**src/rtl/best_fit_partition_allocator_unit_defines.svh**
```systemverilog
// Assertion macros shared by the best-fit partition allocator RTL.
// Depends on nothing; included by the files that carry assertions.
`ifndef BEST_FIT_PARTITION_ALLOCATOR_UNIT_DEFINES_SVH
`define BEST_FIT_PARTITION_ALLOCATOR_UNIT_DEFINES_SVH

// Same-cycle implication, disabled while reset is asserted.
`define BFPA_ASSERT_IMP(label, clk, rst_n, ante, cons, msg) \
  label: assert property (@(posedge clk) disable iff (!(rst_n)) (ante) |-> (cons)) \
    else $error(msg);

// Next-cycle implication, disabled while reset is asserted.
`define BFPA_ASSERT_NXT(label, clk, rst_n, ante, cons, msg) \
  label: assert property (@(posedge clk) disable iff (!(rst_n)) (ante) |=> (cons)) \
    else $error(msg);

`endif

```
**src/rtl/bfpa_pkg.sv**
```systemverilog
// Shared types and constants of the best-fit partition allocator.
// Depends on nothing; used by the interfaces, the cell and the top level.
package bfpa_pkg;

  localparam int ActionW         = 2;
  localparam int SizeFieldW      = 16;
  localparam int IdxFieldW       = 4;
  localparam int DefaultMaxBlocks = 16;
  localparam int DefaultSizeBits = 16;

  typedef enum logic [ActionW-1:0] {
    ACT_CLEAR = 2'd0,
    ACT_ADD   = 2'd1,
    ACT_ALLOC = 2'd2
  } action_e;

  typedef enum logic [1:0] {
    S_IDLE,
    S_SCAN,
    S_DONE
  } state_e;

  // Control part of the search token that walks along the cell chain.
  typedef struct packed {
    logic vld;
    logic found;
  } tok_ctrl_t;

  // Control part of the broadcast table write.
  typedef struct packed {
    logic en;
    logic set_total;
  } wr_ctrl_t;

endpackage

```
**src/rtl/bfpa_in_if.sv**
```systemverilog
// Request channel of the best-fit partition allocator.
// Depends on bfpa_pkg for the field widths.
interface bfpa_in_if;
  logic                               valid;
  logic                               ready;
  logic [bfpa_pkg::ActionW-1:0]       action;
  logic [bfpa_pkg::SizeFieldW-1:0]    item_size;

  modport source (output valid, output action, output item_size, input ready);
  modport sink   (input valid, input action, input item_size, output ready);
endinterface

```
**src/rtl/bfpa_out_if.sv**
```systemverilog
// Result channel of the best-fit partition allocator.
// Depends on bfpa_pkg for the field widths.
interface bfpa_out_if;
  logic                               valid;
  logic                               ready;
  logic                               ok;
  logic [bfpa_pkg::IdxFieldW-1:0]     block_index;
  logic [bfpa_pkg::SizeFieldW-1:0]    block_total;
  logic [bfpa_pkg::SizeFieldW-1:0]    left_over;

  modport source (output valid, output ok, output block_index, output block_total,
                  output left_over, input ready);
  modport sink   (input valid, input ok, input block_index, input block_total,
                  input left_over, output ready);
endinterface

```
**src/rtl/bfpa_cell.sv**
```systemverilog
// One partition cell: holds a total and a remaining size, and updates the
// passing search token. Depends on bfpa_pkg.
module bfpa_cell #(
  parameter int CELL_ID    = 0,
  parameter int MAX_BLOCKS = bfpa_pkg::DefaultMaxBlocks,
  parameter int SIZE_BITS  = bfpa_pkg::DefaultSizeBits,
  localparam int IdxW      = (MAX_BLOCKS > 1) ? $clog2(MAX_BLOCKS) : 1,
  localparam int CntW      = $clog2(MAX_BLOCKS + 1)
) (
  input  logic                 clk_i,
  input  logic                 rst_ni,
  input  logic [CntW-1:0]      count_i,
  input  bfpa_pkg::tok_ctrl_t  tok_ctrl_i,
  input  logic [SIZE_BITS-1:0] tok_req_i,
  input  logic [IdxW-1:0]      tok_idx_i,
  input  logic [SIZE_BITS-1:0] tok_rem_i,
  input  logic [SIZE_BITS-1:0] tok_total_i,
  output bfpa_pkg::tok_ctrl_t  tok_ctrl_o,
  output logic [SIZE_BITS-1:0] tok_req_o,
  output logic [IdxW-1:0]      tok_idx_o,
  output logic [SIZE_BITS-1:0] tok_rem_o,
  output logic [SIZE_BITS-1:0] tok_total_o,
  input  bfpa_pkg::wr_ctrl_t   wr_ctrl_i,
  input  logic [IdxW-1:0]      wr_idx_i,
  input  logic [SIZE_BITS-1:0] wr_total_i,
  input  logic [SIZE_BITS-1:0] wr_rem_i
);

  localparam logic [IdxW-1:0] MyIdx = IdxW'(CELL_ID);
  localparam logic [CntW-1:0] MyCnt = CntW'(CELL_ID);

  logic [SIZE_BITS-1:0] total_q;
  logic [SIZE_BITS-1:0] rem_q;
  bfpa_pkg::tok_ctrl_t  tok_ctrl_q;
  logic [SIZE_BITS-1:0] tok_req_q, tok_rem_q, tok_total_q;
  logic [IdxW-1:0]      tok_idx_q;
  logic                 active;
  logic                 take;
  logic                 wr_hit;

  // Only entries below the fill count take part in the search.
  assign active = (MyCnt < count_i);
  assign take   = tok_ctrl_i.vld && active && (rem_q >= tok_req_i) &&
                  (!tok_ctrl_i.found || (rem_q < tok_rem_i));
  assign wr_hit = wr_ctrl_i.en && (wr_idx_i == MyIdx);

  always_ff @(posedge clk_i) begin
    if (wr_hit) begin
      rem_q <= wr_rem_i;
      if (wr_ctrl_i.set_total) begin
        total_q <= wr_total_i;
      end
    end
  end

  always_ff @(posedge clk_i or negedge rst_ni) begin
    if (!rst_ni) begin
      tok_ctrl_q <= '0;
    end else begin
      tok_ctrl_q.vld   <= tok_ctrl_i.vld;
      tok_ctrl_q.found <= tok_ctrl_i.found || take;
    end
  end

  always_ff @(posedge clk_i) begin
    tok_req_q <= tok_req_i;
    if (take) begin
      tok_idx_q   <= MyIdx;
      tok_rem_q   <= rem_q;
      tok_total_q <= total_q;
    end else begin
      tok_idx_q   <= tok_idx_i;
      tok_rem_q   <= tok_rem_i;
      tok_total_q <= tok_total_i;
    end
  end

  assign tok_ctrl_o  = tok_ctrl_q;
  assign tok_req_o   = tok_req_q;
  assign tok_idx_o   = tok_idx_q;
  assign tok_rem_o   = tok_rem_q;
  assign tok_total_o = tok_total_q;

endmodule

```
**src/rtl/best_fit_partition_allocator_unit.sv**
```systemverilog
// Best-fit partition allocator: a chain of MAX_BLOCKS partition cells.
// An allocate sends a search token down the chain, one cell per cycle, and its
// result goes to the pending result register at the chain's end; clear, add and
// unknown actions load that register directly. The result moves on to the output
// register when it is free, and only then is a new request taken. Reset
// (rst_ni, async, active low) empties the table; stored sizes are not cleared.
`include "best_fit_partition_allocator_unit_defines.svh"

module best_fit_partition_allocator_unit #(
  parameter int MAX_BLOCKS = bfpa_pkg::DefaultMaxBlocks,
  parameter int SIZE_BITS  = bfpa_pkg::DefaultSizeBits
) (
  input  logic      clk_i,
  input  logic      rst_ni,
  bfpa_in_if.sink   in_i,
  bfpa_out_if.source out_o
);

  localparam int IdxW    = (MAX_BLOCKS > 1) ? $clog2(MAX_BLOCKS) : 1;
  localparam int CntW    = $clog2(MAX_BLOCKS + 1);
  localparam int OutIdxW = bfpa_pkg::IdxFieldW;
  localparam int OutSzW  = bfpa_pkg::SizeFieldW;
  localparam logic [CntW-1:0] CntMax = CntW'(MAX_BLOCKS);

  // Search token chain: stage 0 is driven here, stage k leaves cell k-1.
  bfpa_pkg::tok_ctrl_t  tok_ctrl  [0:MAX_BLOCKS];
  logic [SIZE_BITS-1:0] tok_req   [0:MAX_BLOCKS];
  logic [IdxW-1:0]      tok_idx   [0:MAX_BLOCKS];
  logic [SIZE_BITS-1:0] tok_rem   [0:MAX_BLOCKS];
  logic [SIZE_BITS-1:0] tok_total [0:MAX_BLOCKS];
  logic [MAX_BLOCKS:0]  tok_vld_vec;

  // Broadcast write port into the cells.
  bfpa_pkg::wr_ctrl_t   wr_ctrl;
  logic [IdxW-1:0]      wr_idx;
  logic [SIZE_BITS-1:0] wr_total;
  logic [SIZE_BITS-1:0] wr_rem;

  bfpa_pkg::state_e     state_q, state_d;
  logic [CntW-1:0]      count_q, count_d;

  // Pending result, held until the output register is free.
  logic                 res_ok_q, res_ok_d;
  logic [IdxW-1:0]      res_idx_q, res_idx_d;
  logic [SIZE_BITS-1:0] res_total_q, res_total_d;
  logic [SIZE_BITS-1:0] res_left_q, res_left_d;
  logic                 res_load;

  // Output register.
  logic                 out_vld_q;
  logic                 out_ok_q;
  logic [OutIdxW-1:0]   out_idx_q;
  logic [OutSzW-1:0]    out_total_q;
  logic [OutSzW-1:0]    out_left_q;
  logic                 out_load;

  logic                 in_xfer;
  logic                 start;
  logic [SIZE_BITS-1:0] in_size;
  logic                 scan_end;
  logic [SIZE_BITS-1:0] alloc_left;

  assign in_xfer    = in_i.valid && in_i.ready;
  assign in_size    = SIZE_BITS'(in_i.item_size);
  assign scan_end   = (state_q == bfpa_pkg::S_SCAN) && tok_ctrl[MAX_BLOCKS].vld;
  assign alloc_left = tok_rem[MAX_BLOCKS] - tok_req[MAX_BLOCKS];

  // The token enters cell 0 in the cycle the allocate request is taken.
  assign tok_ctrl[0].vld   = start;
  assign tok_ctrl[0].found = 1'b0;
  assign tok_req[0]        = in_size;
  assign tok_idx[0]        = '0;
  assign tok_rem[0]        = '0;
  assign tok_total[0]      = '0;

  for (genvar g = 0; g < MAX_BLOCKS; g++) begin : g_cell
    bfpa_cell #(
      .CELL_ID   (g),
      .MAX_BLOCKS(MAX_BLOCKS),
      .SIZE_BITS (SIZE_BITS)
    ) u_cell (
      .clk_i      (clk_i),
      .rst_ni     (rst_ni),
      .count_i    (count_q),
      .tok_ctrl_i (tok_ctrl[g]),
      .tok_req_i  (tok_req[g]),
      .tok_idx_i  (tok_idx[g]),
      .tok_rem_i  (tok_rem[g]),
      .tok_total_i(tok_total[g]),
      .tok_ctrl_o (tok_ctrl[g+1]),
      .tok_req_o  (tok_req[g+1]),
      .tok_idx_o  (tok_idx[g+1]),
      .tok_rem_o  (tok_rem[g+1]),
      .tok_total_o(tok_total[g+1]),
      .wr_ctrl_i  (wr_ctrl),
      .wr_idx_i   (wr_idx),
      .wr_total_i (wr_total),
      .wr_rem_i   (wr_rem)
    );
  end

  for (genvar g = 0; g <= MAX_BLOCKS; g++) begin : g_vld
    assign tok_vld_vec[g] = tok_ctrl[g].vld;
  end

  // Next-state logic.
  always_comb begin
    state_d = state_q;
    unique case (state_q)
      bfpa_pkg::S_IDLE: begin
        if (in_xfer) begin
          if (bfpa_pkg::action_e'(in_i.action) == bfpa_pkg::ACT_ALLOC) begin
            state_d = bfpa_pkg::S_SCAN;
          end else begin
            state_d = bfpa_pkg::S_DONE;
          end
        end
      end
      bfpa_pkg::S_SCAN: begin
        if (scan_end) begin
          state_d = bfpa_pkg::S_DONE;
        end
      end
      bfpa_pkg::S_DONE: begin
        if (out_load) begin
          state_d = bfpa_pkg::S_IDLE;
        end
      end
      default: state_d = bfpa_pkg::S_IDLE;
    endcase
  end

  // Output logic: handshakes, table writes, fill count and pending result.
  always_comb begin
    in_i.ready  = 1'b0;
    start       = 1'b0;
    out_load    = 1'b0;
    res_load    = 1'b0;
    count_d     = count_q;
    wr_ctrl     = '0;
    wr_idx      = count_q[IdxW-1:0];
    wr_total    = in_size;
    wr_rem      = in_size;
    res_ok_d    = 1'b0;
    res_idx_d   = '0;
    res_total_d = '0;
    res_left_d  = '0;
    unique case (state_q)
      bfpa_pkg::S_IDLE: begin
        in_i.ready = 1'b1;
        if (in_xfer) begin
          res_load = 1'b1;
          unique case (bfpa_pkg::action_e'(in_i.action))
            bfpa_pkg::ACT_CLEAR: begin
              count_d  = '0;
              res_ok_d = 1'b1;
            end
            bfpa_pkg::ACT_ADD: begin
              // A full table rejects the add and leaves everything as is.
              if (count_q < CntMax) begin
                wr_ctrl.en        = 1'b1;
                wr_ctrl.set_total = 1'b1;
                count_d           = count_q + 1'b1;
                res_ok_d          = 1'b1;
                res_idx_d         = count_q[IdxW-1:0];
                res_total_d       = in_size;
                res_left_d        = in_size;
              end
            end
            bfpa_pkg::ACT_ALLOC: begin
              start    = 1'b1;
              res_load = 1'b0;
            end
            default: begin
              res_ok_d = 1'b0;
            end
          endcase
        end
      end
      bfpa_pkg::S_SCAN: begin
        if (scan_end) begin
          res_load = 1'b1;
          // The winning cell's remaining size shrinks by the request.
          if (tok_ctrl[MAX_BLOCKS].found) begin
            wr_ctrl.en  = 1'b1;
            wr_idx      = tok_idx[MAX_BLOCKS];
            wr_rem      = alloc_left;
            res_ok_d    = 1'b1;
            res_idx_d   = tok_idx[MAX_BLOCKS];
            res_total_d = tok_total[MAX_BLOCKS];
            res_left_d  = alloc_left;
          end
        end
      end
      bfpa_pkg::S_DONE: begin
        out_load = !out_vld_q || out_o.ready;
      end
      default: begin
        out_load = 1'b0;
      end
    endcase
  end

  always_ff @(posedge clk_i or negedge rst_ni) begin
    if (!rst_ni) begin
      state_q   <= bfpa_pkg::S_IDLE;
      count_q   <= '0;
      out_vld_q <= 1'b0;
    end else begin
      state_q <= state_d;
      count_q <= count_d;
      if (out_load) begin
        out_vld_q <= 1'b1;
      end else if (out_o.ready) begin
        out_vld_q <= 1'b0;
      end
    end
  end

  always_ff @(posedge clk_i) begin
    if (res_load) begin
      res_ok_q    <= res_ok_d;
      res_idx_q   <= res_idx_d;
      res_total_q <= res_total_d;
      res_left_q  <= res_left_d;
    end
    if (out_load) begin
      out_ok_q    <= res_ok_q;
      out_idx_q   <= OutIdxW'(res_idx_q);
      out_total_q <= OutSzW'(res_total_q);
      out_left_q  <= OutSzW'(res_left_q);
    end
  end

  assign out_o.valid       = out_vld_q;
  assign out_o.ok          = out_ok_q;
  assign out_o.block_index = out_idx_q;
  assign out_o.block_total = out_total_q;
  assign out_o.left_over   = out_left_q;

  // Only one search may be in flight along the chain.
  `BFPA_ASSERT_IMP(a_one_token, clk_i, rst_ni, 1'b1, $onehot0(tok_vld_vec), "two search tokens in chain")
  // A token reaching the end of the chain belongs to a running scan.
  `BFPA_ASSERT_IMP(a_tok_in_scan, clk_i, rst_ni, tok_ctrl[MAX_BLOCKS].vld, state_q == bfpa_pkg::S_SCAN, "token outside scan")
  // A taken request always leaves the idle state on the next cycle.
  `BFPA_ASSERT_NXT(a_leave_idle, clk_i, rst_ni, in_xfer, state_q != bfpa_pkg::S_IDLE, "request taken but still idle")
  // The fill count never passes the table depth.
  `BFPA_ASSERT_IMP(a_count_max, clk_i, rst_ni, 1'b1, count_q <= CntMax, "fill count overflow")

endmodule
```
**src/flat_wrapper.sv**
```systemverilog
// flat-port wrapper written by rule: the top's interface ports become plain ports
module best_fit_partition_allocator_unit_flat 
#(
  parameter int MAX_BLOCKS = bfpa_pkg::DefaultMaxBlocks,
  parameter int SIZE_BITS  = bfpa_pkg::DefaultSizeBits
)
  (clk_i, rst_ni, in_i_valid, in_i_action, in_i_item_size, in_i_ready, out_o_valid, out_o_ok, out_o_block_index, out_o_block_total, out_o_left_over, out_o_ready);
  bfpa_in_if in_i_i ();
  bfpa_out_if out_o_i ();
  input  logic clk_i;
  input  logic rst_ni;
  input wire logic [$bits(in_i_i.valid)-1:0] in_i_valid;
  input wire logic [$bits(in_i_i.action)-1:0] in_i_action;
  input wire logic [$bits(in_i_i.item_size)-1:0] in_i_item_size;
  output wire logic [$bits(in_i_i.ready)-1:0] in_i_ready;
  output wire logic [$bits(out_o_i.valid)-1:0] out_o_valid;
  output wire logic [$bits(out_o_i.ok)-1:0] out_o_ok;
  output wire logic [$bits(out_o_i.block_index)-1:0] out_o_block_index;
  output wire logic [$bits(out_o_i.block_total)-1:0] out_o_block_total;
  output wire logic [$bits(out_o_i.left_over)-1:0] out_o_left_over;
  input wire logic [$bits(out_o_i.ready)-1:0] out_o_ready;
  assign in_i_i.valid = in_i_valid;
  assign in_i_i.action = in_i_action;
  assign in_i_i.item_size = in_i_item_size;
  assign in_i_ready = in_i_i.ready;
  assign out_o_valid = out_o_i.valid;
  assign out_o_ok = out_o_i.ok;
  assign out_o_block_index = out_o_i.block_index;
  assign out_o_block_total = out_o_i.block_total;
  assign out_o_left_over = out_o_i.left_over;
  assign out_o_i.ready = out_o_ready;
  best_fit_partition_allocator_unit #(.MAX_BLOCKS(MAX_BLOCKS), .SIZE_BITS(SIZE_BITS)) u_core (.clk_i(clk_i), .rst_ni(rst_ni), .in_i(in_i_i), .out_o(out_o_i));
endmodule
```
**config.mk**
```make
export PLATFORM = sky130hd
export DESIGN_NAME = best_fit_partition_allocator_unit_flat
export DESIGN_NICKNAME = d
export VERILOG_FILES = /design/src/rtl/bfpa_pkg.sv /design/src/rtl/bfpa_in_if.sv /design/src/rtl/bfpa_out_if.sv /design/src/rtl/bfpa_cell.sv /design/src/rtl/best_fit_partition_allocator_unit.sv /design/src/flat_wrapper.sv
export VERILOG_INCLUDE_DIRS = /design/src /design/src/rtl
export SDC_FILE = /design/constraint.sdc
export NUM_CORES = 2
export LEC_CHECK = 0
export BUFFER_PORTS_ARGS = -buffer_cell sky130_fd_sc_hd__buf_2
export CORE_MARGIN = 3
export CORE_UTILIZATION = 50
export CTS_CLUSTER_DIAMETER = 100
export DETAILED_ROUTE_END_ITERATION = 16
export PLACE_DENSITY = 0.65
export SKIP_LAST_GASP = 1
export SLEW_MARGIN = 20
export SYNTH_ARGS = -nofsm -noshare
export SYNTH_HDL_FRONTEND = slang
export SYNTH_SLANG_ARGS = --single-unit
```
**constraint.sdc**
```tcl
create_clock -name clk_i -period 3.6 [get_ports clk_i]
set_clock_uncertainty 0.2 [all_clocks]
set_input_delay 0.36 -clock clk_i [delete_from_list [all_inputs] [get_ports clk_i]]
set_output_delay 0.36 -clock clk_i [all_outputs]
set_load 0.03 [all_outputs]
```
After elaboration in Yosys (flattened, before gate mapping)
Cells that the tools add are included.
{"block": "op_classes", "shift": 0, "mux": 81, "n_reduce_logical": 135, "n_eq_ne": 23, "magnitude_cmp": 48, "mul": 0, "bitwise_logic": 0, "addsub": 2, "div": 0}
{"op": "$mux 16", "count": 40}
{"op": "$ge 16x16->1", "count": 16}
{"op": "$lt 16x16->1", "count": 15}
{"op": "$logic_and 1x1->1", "count": 65}
{"op": "$pmux 16 s2", "count": 2}
{"op": "$lt 4x5->1 const A", "count": 8}
{"op": "$eq 4x4->1 const B", "count": 8}
{"op": "$mux 4", "count": 8}
{"op": "$reduce_and 2->1", "count": 16}
{"op": "$logic_or 1x1->1", "count": 31}
{"op": "$lt 3x5->1 const A", "count": 4}
{"op": "$eq 4x3->1 const B", "count": 4}
{"op": "$logic_not 1->1", "count": 16}
{"op": "$mux 1", "count": 16}
{"op": "$sub 16x16->16", "count": 1}
{"op": "$mux 2", "count": 7}
{"op": "$lt 1x5->1 const A", "count": 2}
{"op": "$lt 2x5->1 const A", "count": 2}
{"op": "$pmux 5 s2", "count": 1}
{"op": "$eq 4x2->1 const B", "count": 2}
{"op": "$ne 2x1->1 const B", "count": 4}
{"op": "$pmux 1 s2", "count": 4}
{"op": "$pmux 4 s2", "count": 1}
{"op": "$pmux 2 s3", "count": 1}
{"op": "11 further kinds", "count": 15}
{"block": "word_totals", "memories": 0, "ramBits": 0, "inputBits": 22, "latchBits": 0, "word_cells": 427, "regBits": 1454, "romBits": 0}

Depth between registers and ports, before layout
{"block": "depth", "depth_word": 7, "mapped_depth": 11}

By module
A second synthesis with hierarchy kept.
{"block": "hier_totals", "cells_unflattened": 4234, "hier_area_um2": 58119.5}
{"mod": "best_fit_partition_allocator_unit", "area_each_um2": 4106.4, "n_inst": 1, "cells_each": 365}
{"mod": "bfpa_cell at u_core.g_cell[7].u_cell", "area_each_um2": 3420.8, "n_inst": 1, "cells_each": 239}
{"mod": "bfpa_cell at u_core.g_cell[0].u_cell", "area_each_um2": 3413.3, "n_inst": 1, "cells_each": 242}
{"mod": "bfpa_cell at u_core.g_cell[1].u_cell", "area_each_um2": 3412.0, "n_inst": 1, "cells_each": 239}
{"mod": "bfpa_cell at u_core.g_cell[2].u_cell", "area_each_um2": 3410.8, "n_inst": 1, "cells_each": 245}
{"mod": "bfpa_cell at u_core.g_cell[9].u_cell", "area_each_um2": 3409.5, "n_inst": 1, "cells_each": 244}
{"mod": "bfpa_cell at u_core.g_cell[3].u_cell", "area_each_um2": 3398.3, "n_inst": 1, "cells_each": 241}
{"mod": "bfpa_cell at u_core.g_cell[15].u_cell", "area_each_um2": 3393.3, "n_inst": 1, "cells_each": 245}
{"mod": "bfpa_cell at u_core.g_cell[5].u_cell", "area_each_um2": 3387.0, "n_inst": 1, "cells_each": 240}
{"mod": "bfpa_cell at u_core.g_cell[12].u_cell", "area_each_um2": 3367.0, "n_inst": 1, "cells_each": 241}
{"mod": "bfpa_cell at u_core.g_cell[4].u_cell", "area_each_um2": 3363.2, "n_inst": 1, "cells_each": 242}
{"mod": "bfpa_cell at u_core.g_cell[6].u_cell", "area_each_um2": 3363.2, "n_inst": 1, "cells_each": 240}
{"mod": "bfpa_cell at u_core.g_cell[13].u_cell", "area_each_um2": 3362.0, "n_inst": 1, "cells_each": 242}
{"mod": "bfpa_cell at u_core.g_cell[14].u_cell", "area_each_um2": 3360.7, "n_inst": 1, "cells_each": 240}
{"mod": "3 more rows"}

Worst setup path after synthesis
No wires, ideal clock.
{"block": "synth_path", "kind": "reg2reg", "start": "register u_core.state_q[1]", "end": "register u_core.g_cell[10].u_cell.rem_q[0], enable pin", "arrival_time_ps": 2823, "stages_incl_launch_ff": 9, "required_time_ps": 3012, "synth_period_minus_slack_ps": 3411, "slack_ps": 189, "cell_sequence": "dfrtp_1 -> nor2_1 -> nand2_1 -> a211oi_1 -> and2_1 -> clkbuf_1 -> nand2_1 -> o22a_1 -> nor2_1"}
{"block": "synth_via", "elab_chain_len": 6, "elab_cells_between_ends": 12}
{"element": "start: declaration", "line_no": "best_fit_partition_allocator_unit.sv:39", "rtl": "bfpa_pkg::state_e state_q, state_d;"}
{"element": "start signal: assignment", "line_no": "best_fit_partition_allocator_unit.sv:206", "rtl": "state_q <= bfpa_pkg::S_IDLE;"}
{"element": "start signal: assignment", "line_no": "best_fit_partition_allocator_unit.sv:210", "rtl": "state_q <= state_d;"}
{"element": "$logic_not 2->1", "line_no": "best_fit_partition_allocator_unit.sv:148", "rtl": "unique case (state_q)"}
{"element": "$mux 1", "line_no": "best_fit_partition_allocator_unit.sv:148"}
{"element": "net in_i_ready", "line_no": "flat_wrapper.sv:15", "rtl": "output wire logic [$bits(in_i_i.ready)-1:0] in_i_ready;"}
{"element": "$logic_and 1x1->1", "line_no": "best_fit_partition_allocator_unit.sv:63", "rtl": "assign in_xfer = in_i.valid && in_i.ready;"}
{"element": "$mux 2", "line_no": "best_fit_partition_allocator_unit.sv:151", "rtl": "if (in_xfer) begin"}
{"element": "$pmux 1 s2", "line_no": "best_fit_partition_allocator_unit.sv:148"}
{"element": "$logic_and 1x1->1", "line_no": "bfpa_cell.sv:45", "rtl": "assign wr_hit = wr_ctrl_i.en && (wr_idx_i == MyIdx);"}
{"element": "net u_core.g_cell[10].u_cell.wr_hit", "line_no": "bfpa_cell.sv:39", "rtl": "logic wr_hit;"}
{"element": "end signal: assignment", "line_no": "bfpa_cell.sv:49", "rtl": "rem_q <= wr_rem_i;"}
{"element": "end: declaration", "line_no": "bfpa_cell.sv:33", "rtl": "logic [SIZE_BITS-1:0] rem_q;"}
The timed path passes the listed nets, and every way through them passes these cells.
A chain may end at the register's enable or synchronous reset.

Worst setup path in the final report
{"block": "layout_path", "start": "register u_core.g_cell[15].u_cell.tok_rem_q[0]", "end": "register u_core.g_cell[8].u_cell.rem_q[14] (data pin)"}
{"block": "layout_via", "elab_chain_len": 4}
{"element": "start: declaration", "line_no": "bfpa_cell.sv:35", "rtl": "logic [SIZE_BITS-1:0] tok_req_q, tok_rem_q, tok_total_q;"}
{"element": "start signal: assignment", "line_no": "bfpa_cell.sv:69", "rtl": "tok_rem_q <= rem_q;"}
{"element": "start signal: assignment", "line_no": "bfpa_cell.sv:73", "rtl": "tok_rem_q <= tok_rem_i;"}
{"element": "$sub 16x16->16", "line_no": "best_fit_partition_allocator_unit.sv:66", "rtl": "assign alloc_left = tok_rem[MAX_BLOCKS] - tok_req[MAX_BLOCKS];"}
{"element": "$mux 16", "line_no": "best_fit_partition_allocator_unit.sv:184", "rtl": "if (tok_ctrl[MAX_BLOCKS].found) begin"}
{"element": "$mux 16", "line_no": "best_fit_partition_allocator_unit.sv:181", "rtl": "if (scan_end) begin"}
{"element": "$mux 16", "line_no": "best_fit_partition_allocator_unit.sv:148"}
{"element": "net u_core.g_cell[0].u_cell.wr_rem_i[14]", "line_no": "bfpa_cell.sv:26", "rtl": "input logic [SIZE_BITS-1:0] wr_rem_i"}
{"element": "end signal: assignment", "line_no": "bfpa_cell.sv:49"}
{"element": "end: declaration", "line_no": "bfpa_cell.sv:33"}
The timed path passes the listed nets, and every way through them passes these cells.

==> run metrics <==
commonest non-fill, non-tap cell in the layout=dfxtp_1; Seq pwr share=50.7%; DRT iter0 DRCs=2002; Routed WL=122 mm; vias in the first global route=31400; Clk pwr share=40.9%; worst-margin pin slew=0.940 ns; CTS H-tree lvls=4; residual DRC count=0; setup violators final=0; Critical Path Sink Type=flip-flop; P_sw=8.71 mW; ANT nets after route=0; Initial Util=50.5%; dpl cells=5663; met1 Use GR=29.5%; Num CTS Buffers=146; sw frac=23.5%; Final Cycle Share=93.6%; Clock transition at path regs=0.06 ns; asr flop ratio synth=2.77%; CP peak stage delay=0.57 ns; pin count of the biggest net entering global routing=38; run status=completed; Comb power frac=8.4%; post-synthesis sequential area ratio=63.4%; Die Wd=338 microns; end of the worst hold path=u_core.g_cell[6].u_cell.tok_req_o[4]$_DFF_P_; r2r endpoint=u_core.g_cell[8].u_cell.rem_q[14]$_DFFE_PP_; Critical R2R Launch=u_core.g_cell[15].u_cell.tok_rem_o[0]$_DFF_P_; Mapped Avg Cell Area=13.5 sq um; Hold Crit Class=flip-flop to flip-flop; M3 GR Usage=4.53%; die area=0.114 sq mm; Top Usage Layer GRT=met2; smallest hold slack=0.126 ns; crit-path max FO=16; Syn. warnings=0; min cycle time layout=3.37 ns; Worst Hold Path Cells=0; delay-heaviest family, CP=compound AO/OA/AOI/OAI gates; Port Buf Inserts=60; utilization after layout=57.9%; worst path cell trace=inv_1, ha_1, inv_1, fa_1, a211o_1, a21oi_1, o21ai_0, a21oi_1, o21ai_0, xnor2_1, o21ai_4; worst skew pair latency=0.76 ns; DRT Pass-1 Iters=5; max cap viols=0; Post-synth EDFFs=586; Main synth FF type=dfxtp_1; Finished Layout Cells=5962; clock buffer depth=3; Area growth syn-to-layout=14.7%; fmax=297 MHz; Internal=28.4 mW; Lkg Pwr=26.2 nW; share of post-route cells with drive strength above 1=20.8%; max-slew violations=0; Crit path arrival time=3.61 ns; Peak VDD IR=475 uV; worst endpoint required time=3.84 ns; post-DP HPWL=85.1 mm; CTS tree=yes; Power Dens Cells=586 mW/mm^2; setup TNS=0 ns; initial antenna violation count=11; row count=121; most frequent cells in the layout=817 x dfxtp_1, 586 x edfxtp_1, 512 x inv_1; worst hold start=u_core.g_cell[5].u_cell.tok_req_o[4]$_DFF_P_; gr usage total=21.6%; core area=0.109 sq mm; vias per inst=5.18; worst setup path start=u_core.g_cell[15].u_cell.tok_rem_o[0]$_DFF_P_; M2 GR Usage=34.8%; relative slew slack=37.1%; first-pass GRT wire length=186 mm; unrepaired setup endpoints after global routing=no; Die H=338 microns; critical path's slowest cell=o21ai_4; Avg WL per Cell=20.4 microns; gr ovfl total=0; Synth Register Bits=1443; kind of critical path=flip-flop to flip-flop; flop-to-flop setup slack=0.23 ns; Netlist Area Pre-Place=0.0551 sq mm; Nets=4881; CP bufs+invs=2; vias post-DR=30900; Worst R2R Path Depth=11; final-report hold violation count=0; Top Ports=61; TritonCTS Sinks=1443; syn_nets=4610; post-synth cell types=73; Worst setup SP type=flip-flop; Synth Instances=4089; Root Driver=clkbuf_16; RD Place Congestion=0.836
==> logic make-up after synthesis <==
kind of cell	Yosys count	synth area share (%)
DFF	1443	63.4
buffers and inverters	582	4.30
and+or+nand+nor	578	5.15
adders and majority gates	499	11.3
AOI/OAI and AO/OA	493	5.61
muxes	482	10.0
xor gates and xnor gates	12	0.191
==> routing by layer <==
layer / routed length, microns / up-vias
met3: 6800 / 185
met5: 0 / -
li1: - / 14900
met1: 55600 / 15200
met2: 56300 / 626
met4: 3010 / 0
==> worst reg2reg max path, stage by stage, from the launching register on <==
cell and delay [ns]:
dfxtp_1 0.30, inv_1 0.06, ha_1 0.15, inv_1 0.05
fa_1 0.42, a211o_1 0.33, a21oi_1 0.25, o21ai_0 0.14
a21oi_1 0.23, o21ai_0 0.14, xnor2_1 0.19, o21ai_4 0.57
==> registers in the layout (all words and copies together) (netlist names) <==
| signal | flops |
|---|---|
| u_core.state_q | 2 |
| u_core.res_ok_q | 1 |
| u_core.g_cell.u_cell.tok_rem_o | 256 |
| u_core.g_cell.u_cell.tok_req_o | 256 |
| u_core.g_cell.u_cell.tok_idx_o | 49 |
| u_core.g_cell.u_cell.rem_q | 256 |
| u_core.count_q | 5 |
| u_core.g_cell.u_cell.tok_ctrl_o | 32 |
| u_core.out_o.left_over | 16 |
| u_core.out_o.ok | 1 |
| u_core.out_o.block_index | 4 |
| u_core.out_o.block_total | 16 |
| u_core.out_o.valid | 1 |
| u_core.res_idx_q | 4 |
| u_core.g_cell.u_cell.tok_total_o | 256 |
| u_core.res_total_q | 16 |
| u_core.res_left_q | 16 |
| u_core.g_cell.u_cell.total_q | 256 |
==> Yosys cell counts, drive strengths merged (9+ instances only) <==
cell | instances | area, sq um
nand2 | 167 | 627
nor2b | 19 | 119
and2 | 40 | 250
nor2 | 118 | 443
clkbuf | 16 | 61.3
a211oi | 27 | 203
a31oi | 16 | 106
o21a | 20 | 150
o31ai | 9 | 67.6
dfxtp | 817 | 16400
a21o | 38 | 287
nand2b | 35 | 219
inv | 513 | 1930
dfrtp | 40 | 1000
nand3 | 54 | 270
or2 | 32 | 200
buf | 53 | 385
o21ai | 104 | 524
mux2 | 480 | 5510
edfxtp | 586 | 17600
a21oi | 190 | 955
nand4 | 60 | 375
nor3 | 22 | 110
o211ai | 14 | 105
a2111oi | 20 | 195
ha | 498 | 6230
==> power by group through the flow <==
| stage | clock network [mW] | logic (mW) | registers [mW] |
|---|---|---|---|
| 6_report | 15.2 | 3.11 | 18.8 |
| 3_5_place_dp | 0 | 3.06 | 19.1 |
| 4_1_cts | 15.5 | 3.13 | 18.8 |
| 3_3_place_gp | 0 | 3.00 | 19.1 |
| 5_1_grt | 16.1 | 3.47 | 18.9 |
| 2_1_floorplan | 0 | 1.88 | 19.1 |
==> metrics by stage <==
step	worst slack, ns	instance area (sq um)	total power [mW]
floorplan	0.189	55100	20.9
global placement	-0.0208	58100	22.1
detailed placement	-0.156	58100	22.2
CTS	0.137	63200	37.4
global route	0.0315	63200	38.5
finish	0.229	63200	37.1
==> cell type report <==
| class | instances | area [sq um] |
|---|---|---|
| Multi-Input combinational cell | 2064 | 18000 |
| Tap cell | 1476 | 1850 |
| Clock buffer | 215 | 4220 |
| Timing Repair Buffer | 192 | 1620 |
| Inverter | 513 | 1930 |
| Clock inverter | 57 | 681 |
| Fill cell | 8617 | 45900 |
| Sequential cell | 1443 | 35000 |
| Antenna cell | 2 | 5.00 |
==> worst max path at each step <==
stage / slack, ns / end / cells past startpoint
finish: 0.23 / u_core.g_cell[8].u_cell.rem_q[14]$_DFFE_PP_ / 11
global route: 0.03 / u_core.g_cell[8].u_cell.rem_q[14]$_DFFE_PP_ / 11
CTS: 0.14 / u_core.g_cell[8].u_cell.rem_q[14]$_DFFE_PP_ / 11
detailed placement: -0.16 / u_core.g_cell[1].u_cell.rem_q[14]$_DFFE_PP_ / 11
global placement: -0.02 / u_core.g_cell[0].u_cell.rem_q[14]$_DFFE_PP_ / 11
floorplan: 0.19 / u_core.g_cell[10].u_cell.rem_q[0]$_DFFE_PP_ / 8
==> what timing repair did <==
item                                    in CTS  in global routing
endpoints found under the setup margin      16                  0
buffers inserted                             0                  0
hold endpoints to repair                   324                  0
resized for setup                            1                  0
hold buffers                                25                  0
(Power assumes the default switching activity.)
